### config.mk
export PLATFORM = sky130hd
export DESIGN_NAME = video_interface_line_counter_regs_flat
export DESIGN_NICKNAME = d
export VERILOG_FILES = /design/src/hdl/vilc_pkg.sv /design/src/hdl/vilc_req_if.sv /design/src/hdl/vilc_rsp_if.sv /design/src/hdl/vilc_in_stage.sv /design/src/hdl/vilc_regfile.sv /design/src/hdl/vilc_out_stage.sv /design/src/hdl/video_interface_line_counter_regs.sv /design/src/flat_wrapper.sv
export SDC_FILE = /design/constraint.sdc
export NUM_CORES = 1
export LEC_CHECK = 0
export BUFFER_PORTS_ARGS = -buffer_cell sky130_fd_sc_hd__buf_2
export CAP_MARGIN = 40
export CORE_ASPECT_RATIO = 0.75
export CORE_MARGIN = 4
export CORE_UTILIZATION = 66
export DETAILED_ROUTE_END_ITERATION = 10
export PLACE_DENSITY_LB_ADDON = 0.3
export SLEW_MARGIN = 30
export SYNTH_ARGS = -nofsm -noshare
export SYNTH_HDL_FRONTEND = slang
export SYNTH_HIERARCHICAL = 1
export SYNTH_SLANG_ARGS = --single-unit
export TNS_END_PERCENT = 5
### constraint.sdc
create_clock -name clk -period 10.1 [get_ports clk]
set_clock_uncertainty 0.2 [all_clocks]
set_input_delay 3.03 -clock clk [delete_from_list [all_inputs] [get_ports clk]]
set_output_delay 3.03 -clock clk [all_outputs]
set_load 0.02 [all_outputs]
### src/hdl/vilc_pkg.sv
// Shared types and constants for the video interface line counter register block.
// No dependencies; files that use it refer to it by scoped names.
package vilc_pkg;

  // Request kinds
  localparam logic [1:0] KIND_READ  = 2'd0;
  localparam logic [1:0] KIND_WRITE = 2'd1;
  localparam logic [1:0] KIND_TICK  = 2'd2;

  // Register numbers (byte address bits 5:2)
  localparam logic [3:0] REG_CONTROL    = 4'd0;
  localparam logic [3:0] REG_ORIGIN     = 4'd1;
  localparam logic [3:0] REG_WIDTH      = 4'd2;
  localparam logic [3:0] REG_INTR_LINE  = 4'd3;
  localparam logic [3:0] REG_CUR_LINE   = 4'd4;
  localparam logic [3:0] REG_BURST      = 4'd5;
  localparam logic [3:0] REG_VSYNC      = 4'd6;
  localparam logic [3:0] REG_HSYNC      = 4'd7;
  localparam logic [3:0] REG_HSYNC_LEAP = 4'd8;
  localparam logic [3:0] REG_HVIDEO     = 4'd9;
  localparam logic [3:0] REG_VVIDEO     = 4'd10;
  localparam logic [3:0] REG_VBURST     = 4'd11;
  localparam logic [3:0] REG_XSCALE     = 4'd12;
  localparam logic [3:0] REG_YSCALE     = 4'd13;
  localparam logic [3:0] REG_TEST_ADDR  = 4'd14;
  localparam logic [3:0] REG_STAGED     = 4'd15;

  // Write masks, at the stored widths
  localparam logic [20:0] HSYNC_MASK = 21'h1F0FFF;
  localparam logic [27:0] LEAP_MASK  = 28'hFFF0FFF;
  localparam logic [25:0] VIDEO_MASK = 26'h3FF03FF;

  // Reset values
  localparam logic [31:0] CONTROL_RST   = 32'd3;
  localparam logic [11:0] WIDTH_RST     = 12'd320;
  localparam logic [9:0]  INTR_LINE_RST = 10'h3FF;
  localparam logic [29:0] BURST_RST     = 30'd1;
  localparam logic [9:0]  DEFAULT_VSYNC = 10'd525;
  localparam logic [20:0] HSYNC_RST     = 21'h1507FF;

  // Control bit that selects interlaced restart
  localparam int ILACE_BIT = 6;

  typedef struct packed {
    logic [1:0]  kind;
    logic [3:0]  reg_index;
    logic [31:0] write_data;
  } req_t;

  typedef struct packed {
    logic [31:0] read_data;
    logic        irq_raise;
    logic        irq_clear;
    logic        frame_end;
  } rsp_t;

endpackage

### src/hdl/vilc_req_if.sv
// Request channel: valid/ready handshake with kind, register number and write data.
// Standalone; no package dependency.
interface vilc_req_if;
  logic        valid;
  logic        ready;
  logic [1:0]  kind;
  logic [3:0]  reg_index;
  logic [31:0] write_data;

  modport source (output valid, kind, reg_index, write_data, input ready);
  modport sink   (input valid, kind, reg_index, write_data, output ready);
endinterface

### src/hdl/vilc_rsp_if.sv
// Response channel: valid/ready handshake with read data and event pulses.
// Standalone; no package dependency.
interface vilc_rsp_if;
  logic        valid;
  logic        ready;
  logic [31:0] read_data;
  logic        irq_raise;
  logic        irq_clear;
  logic        frame_end;

  modport source (output valid, read_data, irq_raise, irq_clear, frame_end, input ready);
  modport sink   (input valid, read_data, irq_raise, irq_clear, frame_end, output ready);
endinterface

### src/hdl/vilc_in_stage.sv
// Input register stage: holds one request until the register file consumes it.
// Uses vilc_pkg::req_t.
module vilc_in_stage (
  input  logic             clk,
  input  logic             rst,
  input  logic             in_valid,
  output logic             in_ready,
  input  vilc_pkg::req_t   in_item,
  output logic             out_valid,
  input  logic             out_ready,
  output vilc_pkg::req_t   out_item
);

  logic           hold_valid;
  vilc_pkg::req_t hold_item;

  // Refill whenever the held request leaves or the stage is empty
  assign in_ready  = !hold_valid || out_ready;
  assign out_valid = hold_valid;
  assign out_item  = hold_item;

  always_ff @(posedge clk) begin
    if (rst) begin
      hold_valid <= 1'b0;
    end else if (in_ready) begin
      hold_valid <= in_valid;
    end
  end

  always_ff @(posedge clk) begin
    if (in_valid && in_ready) begin
      hold_item <= in_item;
    end
  end

endmodule

### src/hdl/vilc_regfile.sv
// Register file, half-line counter and interrupt match logic.
// Uses vilc_pkg for codes, masks, reset values and the request/response types.
module vilc_regfile (
  input  logic           clk,
  input  logic           rst,
  input  logic           fire,
  input  vilc_pkg::req_t item,
  output vilc_pkg::rsp_t result
);

  logic [31:0] control_reg;
  logic [23:0] origin_reg;
  logic [11:0] width_reg;
  logic [9:0]  intr_line_reg;
  logic [10:0] line_counter;
  logic [29:0] burst_reg;
  logic [9:0]  vsync_reg;
  logic [20:0] hsync_reg;
  logic [27:0] hsync_leap_reg;
  logic [25:0] hvideo_reg;
  logic [25:0] vvideo_reg;
  logic [25:0] vburst_reg;
  logic [27:0] xscale_reg;
  logic [27:0] yscale_reg;
  logic [6:0]  test_addr_reg;
  logic [31:0] staged_data_reg;
  logic        match_level;

  logic        is_write;
  logic        is_tick;
  logic        is_intr_wr;
  logic [10:0] line_sum;
  logic        wrap;
  logic [10:0] line_counter_next;
  logic        match_level_next;
  logic [31:0] rd_mux;

  assign is_write   = (item.kind == vilc_pkg::KIND_WRITE);
  assign is_tick    = (item.kind == vilc_pkg::KIND_TICK);
  assign is_intr_wr = is_write && (item.reg_index == vilc_pkg::REG_INTR_LINE);

  // Advance two half-lines, wrap mod 2048; restart at vsync
  assign line_sum = line_counter + 11'd2;
  assign wrap     = (line_sum >= {1'b0, vsync_reg});
  assign line_counter_next = wrap ?
      {10'd0, ~line_sum[0] & control_reg[vilc_pkg::ILACE_BIT]} : line_sum;

  always_comb begin
    match_level_next = match_level;
    if (is_tick) begin
      match_level_next = (line_counter_next == {1'b0, intr_line_reg});
    end else if (is_intr_wr) begin
      match_level_next = (line_counter == {1'b0, item.write_data[9:0]});
    end
  end

  always_comb begin
    case (item.reg_index)
      vilc_pkg::REG_CONTROL:    rd_mux = control_reg;
      vilc_pkg::REG_ORIGIN:     rd_mux = {8'd0, origin_reg};
      vilc_pkg::REG_WIDTH:      rd_mux = {20'd0, width_reg};
      vilc_pkg::REG_INTR_LINE:  rd_mux = {22'd0, intr_line_reg};
      vilc_pkg::REG_CUR_LINE:   rd_mux = {21'd0, line_counter};
      vilc_pkg::REG_BURST:      rd_mux = {2'd0, burst_reg};
      vilc_pkg::REG_VSYNC:      rd_mux = {22'd0, vsync_reg};
      vilc_pkg::REG_HSYNC:      rd_mux = {11'd0, hsync_reg};
      vilc_pkg::REG_HSYNC_LEAP: rd_mux = {4'd0, hsync_leap_reg};
      vilc_pkg::REG_HVIDEO:     rd_mux = {6'd0, hvideo_reg};
      vilc_pkg::REG_VVIDEO:     rd_mux = {6'd0, vvideo_reg};
      vilc_pkg::REG_VBURST:     rd_mux = {6'd0, vburst_reg};
      vilc_pkg::REG_XSCALE:     rd_mux = {4'd0, xscale_reg};
      vilc_pkg::REG_YSCALE:     rd_mux = {4'd0, yscale_reg};
      vilc_pkg::REG_TEST_ADDR:  rd_mux = {25'd0, test_addr_reg};
      default:                  rd_mux = staged_data_reg;
    endcase
  end

  always_comb begin
    result.read_data = (item.kind == vilc_pkg::KIND_READ) ? rd_mux : 32'd0;
    result.irq_raise = (is_tick || is_intr_wr) && match_level_next && !match_level;
    result.irq_clear = is_write && (item.reg_index == vilc_pkg::REG_CUR_LINE);
    result.frame_end = is_tick && wrap;
  end

  always_ff @(posedge clk) begin
    if (rst) begin
      control_reg     <= vilc_pkg::CONTROL_RST;
      origin_reg      <= '0;
      width_reg       <= vilc_pkg::WIDTH_RST;
      intr_line_reg   <= vilc_pkg::INTR_LINE_RST;
      line_counter    <= '0;
      burst_reg       <= vilc_pkg::BURST_RST;
      vsync_reg       <= vilc_pkg::DEFAULT_VSYNC;
      hsync_reg       <= vilc_pkg::HSYNC_RST;
      hsync_leap_reg  <= '0;
      hvideo_reg      <= '0;
      vvideo_reg      <= '0;
      vburst_reg      <= '0;
      xscale_reg      <= '0;
      yscale_reg      <= '0;
      test_addr_reg   <= '0;
      staged_data_reg <= '0;
      match_level     <= 1'b0;
    end else if (fire) begin
      match_level <= match_level_next;
      if (is_tick) begin
        line_counter <= line_counter_next;
      end
      if (is_write) begin
        case (item.reg_index)
          vilc_pkg::REG_CONTROL:    control_reg    <= item.write_data;
          vilc_pkg::REG_ORIGIN:     origin_reg     <= item.write_data[23:0];
          vilc_pkg::REG_WIDTH:      width_reg      <= item.write_data[11:0];
          vilc_pkg::REG_INTR_LINE:  intr_line_reg  <= item.write_data[9:0];
          vilc_pkg::REG_CUR_LINE:   ;  // clears the interrupt only
          vilc_pkg::REG_BURST:      burst_reg      <= item.write_data[29:0];
          vilc_pkg::REG_VSYNC: begin
            // zero loads the default
            vsync_reg <= (item.write_data[9:0] != 10'd0) ?
                         item.write_data[9:0] : vilc_pkg::DEFAULT_VSYNC;
          end
          vilc_pkg::REG_HSYNC:
            hsync_reg      <= item.write_data[20:0] & vilc_pkg::HSYNC_MASK;
          vilc_pkg::REG_HSYNC_LEAP:
            hsync_leap_reg <= item.write_data[27:0] & vilc_pkg::LEAP_MASK;
          vilc_pkg::REG_HVIDEO:
            hvideo_reg     <= item.write_data[25:0] & vilc_pkg::VIDEO_MASK;
          vilc_pkg::REG_VVIDEO:
            vvideo_reg     <= item.write_data[25:0] & vilc_pkg::VIDEO_MASK;
          vilc_pkg::REG_VBURST:
            vburst_reg     <= item.write_data[25:0] & vilc_pkg::VIDEO_MASK;
          vilc_pkg::REG_XSCALE:
            xscale_reg     <= item.write_data[27:0] & vilc_pkg::LEAP_MASK;
          vilc_pkg::REG_YSCALE:
            yscale_reg     <= item.write_data[27:0] & vilc_pkg::LEAP_MASK;
          vilc_pkg::REG_TEST_ADDR:  test_addr_reg  <= item.write_data[6:0];
          default:                  staged_data_reg <= item.write_data;
        endcase
      end
    end
  end

endmodule

### src/hdl/vilc_out_stage.sv
// Result register: holds one response until the receiver takes it.
// Uses vilc_pkg::rsp_t.
module vilc_out_stage (
  input  logic           clk,
  input  logic           rst,
  input  logic           in_valid,
  output logic           in_ready,
  input  vilc_pkg::rsp_t in_data,
  output logic           out_valid,
  input  logic           out_ready,
  output vilc_pkg::rsp_t out_data
);

  logic           hold_valid;
  vilc_pkg::rsp_t hold_data;

  assign in_ready  = !hold_valid || out_ready;
  assign out_valid = hold_valid;
  assign out_data  = hold_data;

  always_ff @(posedge clk) begin
    if (rst) begin
      hold_valid <= 1'b0;
    end else if (in_ready) begin
      hold_valid <= in_valid;
    end
  end

  always_ff @(posedge clk) begin
    if (in_valid && in_ready) begin
      hold_data <= in_data;
    end
  end

endmodule

### src/hdl/video_interface_line_counter_regs.sv
// Top level of the video interface line counter register block.
// Depends on vilc_pkg, vilc_req_if, vilc_rsp_if and the three vilc_* stages.
//
// Usage:
//   req (sink): one request per handshake. kind selects a register read,
//     a register write (reg_index, write_data) or a half-line tick.
//   rsp (source): exactly one response per request, in request order:
//     read_data for reads (zero otherwise) and the irq_raise, irq_clear and
//     frame_end pulses that the request caused.
// Path: an accepted request is held in the input register, then the update
//   logic writes its response into the result register, where the receiver
//   can take it.
// Throughput: one request per cycle, sustained while rsp.ready stays high; the
//   input register and the result register each refill in the cycle they are emptied.
// Reset (rst, synchronous): both stages empty, all registers at their
//   defaults, line counter zero, interrupt match level low.
// Stall: while rsp.ready is low, the result register holds its response;
//   one more request is taken into the input register, then req.ready drops.
module video_interface_line_counter_regs (
  input logic         clk,
  input logic         rst,
  vilc_req_if.sink    req,
  vilc_rsp_if.source  rsp
);

  vilc_pkg::req_t in_item;
  vilc_pkg::req_t cur_item;
  vilc_pkg::rsp_t cur_result;
  vilc_pkg::rsp_t out_data;
  logic           cur_valid;
  logic           res_ready;
  logic           fire;

  assign in_item.kind       = req.kind;
  assign in_item.reg_index  = req.reg_index;
  assign in_item.write_data = req.write_data;

  // Hold the incoming request
  vilc_in_stage u_in (
    .clk       (clk),
    .rst       (rst),
    .in_valid  (req.valid),
    .in_ready  (req.ready),
    .in_item   (in_item),
    .out_valid (cur_valid),
    .out_ready (res_ready),
    .out_item  (cur_item)
  );

  // Apply the request to the state when the result register can take it
  assign fire = cur_valid && res_ready;

  vilc_regfile u_regs (
    .clk    (clk),
    .rst    (rst),
    .fire   (fire),
    .item   (cur_item),
    .result (cur_result)
  );

  vilc_out_stage u_out (
    .clk       (clk),
    .rst       (rst),
    .in_valid  (cur_valid),
    .in_ready  (res_ready),
    .in_data   (cur_result),
    .out_valid (rsp.valid),
    .out_ready (rsp.ready),
    .out_data  (out_data)
  );

  assign rsp.read_data = out_data.read_data;
  assign rsp.irq_raise = out_data.irq_raise;
  assign rsp.irq_clear = out_data.irq_clear;
  assign rsp.frame_end = out_data.frame_end;

endmodule

### src/flat_wrapper.sv
// flat-port wrapper written by rule: the top's interface ports become plain ports
module video_interface_line_counter_regs_flat 
  (clk, rst, req_valid, req_kind, req_reg_index, req_write_data, req_ready, rsp_valid, rsp_read_data, rsp_irq_raise, rsp_irq_clear, rsp_frame_end, rsp_ready);
  vilc_req_if req_i ();
  vilc_rsp_if rsp_i ();
  input logic clk;
  input logic rst;
  input wire logic [$bits(req_i.valid)-1:0] req_valid;
  input wire logic [$bits(req_i.kind)-1:0] req_kind;
  input wire logic [$bits(req_i.reg_index)-1:0] req_reg_index;
  input wire logic [$bits(req_i.write_data)-1:0] req_write_data;
  output wire logic [$bits(req_i.ready)-1:0] req_ready;
  output wire logic [$bits(rsp_i.valid)-1:0] rsp_valid;
  output wire logic [$bits(rsp_i.read_data)-1:0] rsp_read_data;
  output wire logic [$bits(rsp_i.irq_raise)-1:0] rsp_irq_raise;
  output wire logic [$bits(rsp_i.irq_clear)-1:0] rsp_irq_clear;
  output wire logic [$bits(rsp_i.frame_end)-1:0] rsp_frame_end;
  input wire logic [$bits(rsp_i.ready)-1:0] rsp_ready;
  assign req_i.valid = req_valid;
  assign req_i.kind = req_kind;
  assign req_i.reg_index = req_reg_index;
  assign req_i.write_data = req_write_data;
  assign req_ready = req_i.ready;
  assign rsp_valid = rsp_i.valid;
  assign rsp_read_data = rsp_i.read_data;
  assign rsp_irq_raise = rsp_i.irq_raise;
  assign rsp_irq_clear = rsp_i.irq_clear;
  assign rsp_frame_end = rsp_i.frame_end;
  assign rsp_i.ready = rsp_ready;
  video_interface_line_counter_regs u_core (.clk(clk), .rst(rst), .req(req_i), .rsp(rsp_i));
endmodule
==> results of run 1 <==
## logic make-up (layout without fill, tap and decap cells)
kind of cell    Yosys count  after routing  synth area share
mux                      10             10           0.00618
xor+xnor                 22             22            0.0119
compound gates          517            517             0.201
simple gates            746            746             0.194
flops                   393            393             0.531
fa+ha+maj                11             11           0.00850
buf+inv                 193            204            0.0473
## power by group through the flow
stage	clock (mW)	combinational [mW]	sequential [mW]
2_1_floorplan	0	0.0781	1.67
3_3_place_gp	0	0.113	1.68
3_5_place_dp	0	0.117	1.68
4_1_cts	1.33	0.118	1.65
5_1_grt	1.39	0.131	1.65
6_report	1.32	0.126	1.65
## worst min-delay path by stage
stage | endpoint | slack (ps) | depth (start not counted)
global placement | u_core/u_regs/staged_data_reg[23] | 240 | 2
CTS | u_core/u_regs/staged_data_reg[10] | 250 | 2
detailed placement | u_core/u_regs/staged_data_reg[10] | 240 | 2
global route | u_core/u_regs/width_reg[0] | 270 | 2
finish | u_core/u_regs/staged_data_reg[10] | 250 | 2
floorplan | u_core/u_regs/staged_data_reg[10] | 230 | 2
## placed cells by master, fill, tap and decap left out, types with 4 or more instances in the layout
master | synthesis | layout
a211o_1 | 24 | 24
a21oi_1 | 296 | 296
a221oi_1 | 25 | 25
a222oi_1 | 13 | 13
a22o_1 | 20 | 20
a22oi_1 | 77 | 77
a31oi_1 | 15 | 15
and2_1 | 9 | 9
buf_2 | 14 | 77
buf_4 | 4 | 31
buf_8 | 0 | 7
clkbuf_1 | 154 | 9
clkbuf_16 | 0 | 39
clkbuf_8 | 0 | 5
clkinv_2 | 0 | 8
dfxtp_1 | 320 | 320
edfxtp_1 | 73 | 73
ha_1 | 11 | 11
inv_1 | 18 | 18
mux2i_1 | 10 | 10
nand2_1 | 575 | 572
nand2b_1 | 9 | 9
nand3_1 | 10 | 10
nand3b_1 | 6 | 6
nand4_1 | 18 | 18
nor2_1 | 48 | 41
nor2_2 | 0 | 6
nor2b_1 | 29 | 29
nor3_1 | 15 | 7
nor3_2 | 3 | 6
nor3_4 | 0 | 5
o21ai_0 | 17 | 17
o221a_2 | 10 | 10
o22ai_1 | 4 | 4
xnor2_1 | 15 | 15
xor2_1 | 7 | 7
## critical path: stages
cell	delay (ps)
buf_2	90
nand2b_4	150
nand2b_4	150
buf_2	160
## area by class of cell
class | instances | area (um2)
Clock buffer | 53 | 1080
Fill cell | 1750 | 6040
Timing Repair Buffer | 122 | 832
Multi-Input combinational cell | 1306 | 6950
Clock inverter | 11 | 61.3
Tap cell | 331 | 414
Inverter | 18 | 67.6
Sequential cell | 393 | 8600
## synthesized netlist by cell type, types with 3 or more instances
| master | instances |
|---|---|
| nand2_1 | 575 |
| dfxtp_1 | 320 |
| a21oi_1 | 296 |
| clkbuf_1 | 154 |
| a22oi_1 | 77 |
| edfxtp_1 | 73 |
| nor2_1 | 48 |
| nor2b_1 | 29 |
| a221oi_1 | 25 |
| a211o_1 | 24 |
| a22o_1 | 20 |
| inv_1 | 18 |
| nand4_1 | 18 |
| o21ai_0 | 17 |
| a31oi_1 | 15 |
| nor3_1 | 15 |
| xnor2_1 | 15 |
| buf_2 | 14 |
| a222oi_1 | 13 |
| ha_1 | 11 |
| mux2i_1 | 10 |
| nand3_1 | 10 |
| o221a_2 | 10 |
| and2_1 | 9 |
| nand2b_1 | 9 |
| xor2_1 | 7 |
| nand3b_1 | 6 |
| buf_4 | 4 |
| o22ai_1 | 4 |
| nor3_2 | 3 |
| nor3b_1 | 3 |
| or4_1 | 3 |
## routing by layer
layer	GRT usage	share of wire	vias up	routed length, um
li1	-	-	6506	-
met1	0.510	0.38	6829	19400
met2	0.533	0.41	1193	21100
met3	0.122	0.17	194	8690
met4	0.133	0.036	0	1810
met5	0	0	-	0
## stage by stage
| step | power, mW | hold slack [ps] | area [um2] | setup slack, ps |
|---|---|---|---|---|
| 5_1_grt | 3.18 | 266 | 18000 | 3260 |
| 2_1_floorplan | 1.74 | 233 | 16200 | 3530 |
| 6_report | 3.10 | 252 | 18000 | 3290 |
| 3_5_place_dp | 1.80 | 244 | 16800 | 3290 |
| 4_1_cts | 3.09 | 252 | 17900 | 3290 |
| 3_3_place_gp | 1.80 | 239 | 16600 | 3300 |
==> out/results.ini, run 1 <==
[timing]
max_slew_margin = 0.370
fmax_mhz = 147
rsz0062_at_grt = false
tns_ps = 0
period_share = 0.674
maxSlewViolCount = 0
fin_crit_ps = 6810
hold_violations = 0
setup_viol = 0
worst_slew_pin_slew_ps = 946

[floorplan]
num_rows = 49
initial_core_util = 0.674
core_area_um2 = 24000
io_pins = 79
die_h_um = 144
die_w_um = 189
dieArea_um2 = 27100

[clock_tree]
cts-root-buf = clkbuf_16
cts_buffer_depth = 3
clk_pin_slew_ps = 60
clk_latency_ps = 520
clkSinkCount = 393
cts_setup_buffers = 0
cts_tree = built
htreeDepth = 2
cts_made_buffers = 36
cts-resized-gates = 0
ctsHoldBuffers = 0

[logic_synthesis]
syn_area_um2 = 16200
synth.largest_area_cell = dfxtp_1
synth-main-ff-cell = dfxtp_1
synth.top_cells.by_area = dfxtp_1, edfxtp_1, nand2_1, a21oi_1, a22oi_1
synthArstFlopShare = 0
avgSynthCellArea_um2 = 8.56
yosysSeqAreaShare = 0.531
netlist_instances = 1892
ys_seq_elements = 393
synth_top_area_share = 0.395
yosysUniqueCellTypes = 60
yosys_warnings = 6
syn-num-nets = 1945
synth_edf_count = 73

[critical_path]
crit_type = in -> out
endpoint = req_ready
critPathRequiredTime_ps = 6870
critPathLaunch = rsp_ready
reg2reg_slack_ps = 5930
crit_path_end_kind = primary output
r2r_start = u_core/u_regs/line_counter[1]
r2r_cells = 12
cp-start-kind = input pin
cp.arrival_ps = 3580
critPathMaxFanout = 4
r2r-end = u_core/u_out/out_data[2]

[grt]
grt_start_max_net_pins = 151
grt_first_pass_wirelength_um = 77700
antenna_found_initial = 0
first_global_vias = 13900
grt_overflow_total = 0
grt_usage = 0.365

[place]
io_buffers = 78
place_congestion = 0.939
dp_cells = 2165
hpwlAfterDp_um = 30400

[run]
maxCapViolCount = 0

[drt]
drt_iter0_drc = 2729
drtPass1Iterations = 9
drt_wl_total_um = 50900
via_per_inst = 6.59
antenna_left = 0
routedWlPerCell_um = 22.8
drc = 0
vias = 14700

[final_layout]
fin_util = 0.749
largest_reg_flops = 38
nets = 1930
antenna_cells = 0
drive_above_1_share = 0.117
area_growth_pct = 11.1
final_cell_count_no_fill = 2234

[outcome]
status = finished, final reports clean

[pwr]
p_int_mw = 2.39
p_seq_frac = 0.532
power.switching_mw = 0.706
cellLeakagePower_nw = 5.97
peakVddDrop_v = 0.000160
sw_frac_of_total = 0.228
p_clk_frac = 0.427
comb_power_share = 0.041
power_density_nw_per_um2 = 172

[min_path]
min_from = u_core/u_regs/staged_data_reg[10]
min_path_type = reg -> reg

Power figures use the tool's default switching activity.
==> run 2: changes to the inputs <==
--- a/config.mk
+++ b/config.mk
@@ -9,7 +9,7 @@
 export CAP_MARGIN = 40
 export CORE_ASPECT_RATIO = 0.75
 export CORE_MARGIN = 4
-export CORE_UTILIZATION = 66
+export CORE_UTILIZATION = 61
 export DETAILED_ROUTE_END_ITERATION = 10
 export PLACE_DENSITY_LB_ADDON = 0.3
 export SLEW_MARGIN = 30
==> constraint.sdc (replaced) <==
create_clock -name clk -period 6.75 [get_ports clk]
set_clock_uncertainty 0.2 [all_clocks]
set_input_delay 2.025 -clock clk [delete_from_list [all_inputs] [get_ports clk]]
set_output_delay 2.025 -clock clk [all_outputs]
set_load 0.02 [all_outputs]
==> run 2 against run 1 <==
  * Sequential power grew 50%
  * Register-to-register slack got worse by 3400 ps
  * Die area grew 7.8%
  * Worst hold slack gained 0.96 ps
  * Global-route usage down 1.9 points
  * Count of clock-buffer cells in the layout is 1 higher
  * Sequential share of layout area shrank 0.46 points
  * Setup slack worse by 1300 ps
  * First-iteration DRC count down 10%
  * Power up 56%
  * Clock power is 64% higher
  * Critical path type unchanged
  * Largest power group unchanged
==> out/results.ini, run 2 (synthesized netlist as in run 1, its figures left out) <==
[outcome]
status = finished, final reports clean

[final_layout]
fin_util = 0.698
largest_reg_flops = 38
final_cell_mix = nand2_1, dfxtp_1, a21oi_1
multi_input_area_um2 = 6940
seqCellArea_um2 = 8600
nets = 1933
area_growth_pct = 12.2
final_common_cell = nand2_1
fillCellCount = 1975
drive_above_1_share = 0.120
antenna_cells = 0

[clock_tree]
clk_latency_ps = 530
cts_buffer_depth = 3
cts-resized-gates = 0
cts_made_buffers = 37
cts_tree = built
clkSinkCount = 393
htreeDepth = 2
cts-root-buf = clkbuf_16
clk_pin_slew_ps = 70
cts_setup_buffers = 0
ctsHoldBuffers = 0

[critical_path]
r2r_start = u_core/u_regs/line_counter[3]
critPathLaunch = rsp_ready
slowest_stage = buf_2
crit_type = in -> out
critPathRequiredTime_ps = 4530
critPathMaxStageDelay_ps = 160
critPathMaxFanout = 4
cp.arrival_ps = 2570
cp_top_family = simple AND/OR/NAND/NOR gates
crit_buf_inv = 2
crit_path_end_kind = primary output
cp-start-kind = input pin
path_cells = buf_2 -> nand2b_4 -> nand2b_4 -> buf_2

[grt]
grt_first_pass_wirelength_um = 79200
grt_start_max_net_pins = 134
grtUsageMet1 = 0.495
first_global_vias = 13800
antenna_found_initial = 1
met3_usage = 0.102
grt_usage = 0.346
top_usage_layer = met2
grt_overflow_total = 0
use_met2 = 0.504

[min_path]
min_from = u_core/u_regs/staged_data_reg[21]
min_path_type = reg -> reg

[timing]
fmax_mhz = 209
maxSlewViolCount = 0
fin_crit_ps = 4800
max_slew_margin = 0.392
hold_slack_ps = 253
tns_ps = 0
period_share = 0.710
hold_violations = 0
rsz0062_at_grt = false
setup_viol = 0
worst_slew_pin_slew_ps = 911

[drt]
routedWlPerCell_um = 23.1
drt_wl_total_um = 52000
via_per_inst = 6.53
drt_iter0_drc = 2451
antenna_left = 0
drc = 0
drtPass1Iterations = 7
vias = 14700

[floorplan]
core_area_um2 = 26000
num_rows = 51
die_w_um = 196
dieArea_um2 = 29300
die_h_um = 149
io_pins = 79
initial_core_util = 0.622

[pwr]
cellLeakagePower_nw = 6.06
power_density_nw_per_um2 = 265
p_total_mw = 4.82
peakVddDrop_v = 0.000211

[place]
hpwlAfterDp_um = 31600
place_congestion = 0.940
io_buffers = 78

[run]
maxCapViolCount = 0

[run 2: through the flow]
step / instances / worst slack (ps) / area (um2)
final: 2253 / 1950 / 18200
after global routing: 2253 / 1920 / 18200
after CTS: 2248 / 1950 / 18100
after detailed placement: 2180 / 1950 / 16800
after global placement: 2169 / 1950 / 16700
after floorplan: 1892 / 2190 / 16200
[run 2: path summary, 6_finish.rpt]
check	end	slack (ps)	cells past startpoint
max	req_ready	1950	4
min	u_core/u_regs/staged_data_reg[21]	250	2
max reg2reg	u_core/u_out/out_data[2]	2550	13
min reg2reg	u_core/u_regs/staged_data_reg[21]	250	2
[run 2: layer usage]
metal | wire, um | up-vias
li1 | - | 6514
met1 | 20200 | 6870
met2 | 21700 | 1146
met3 | 8310 | 186
met4 | 1880 | 0
met5 | 0 | -
[run 2: cell type report]
cell class | instances | area share
clock inverter | 14 | 0.00695
tap | 344 | 0.0237
clock buffer | 54 | 0.0631
multi-input combinational | 1306 | 0.382
sequential | 393 | 0.473
timing repair buffer | 124 | 0.0474
inverter | 18 | 0.00372
[run 2: report_power, final]
group / total, mW / switching, mW / internal [mW]
Sequential: 2.47 / 0.0517 / 2.42
Clock: 2.17 / 0.906 / 1.26
Combinational: 0.185 / 0.136 / 0.0487
[run 2: worst register-to-register path, cell delays in order (launching register included)]
cell,delay [ps]
dfxtp_1,590
nand4_2,210
or2_2,360
xnor2_1,350
ha_1,320
a21oi_1,140
o21ai_0,80
a21oi_1,300
o211ai_2,200
buf_6,200
a2111oi_2,330
a311o_2,180
nand4b_1,230
a211oi_1,310
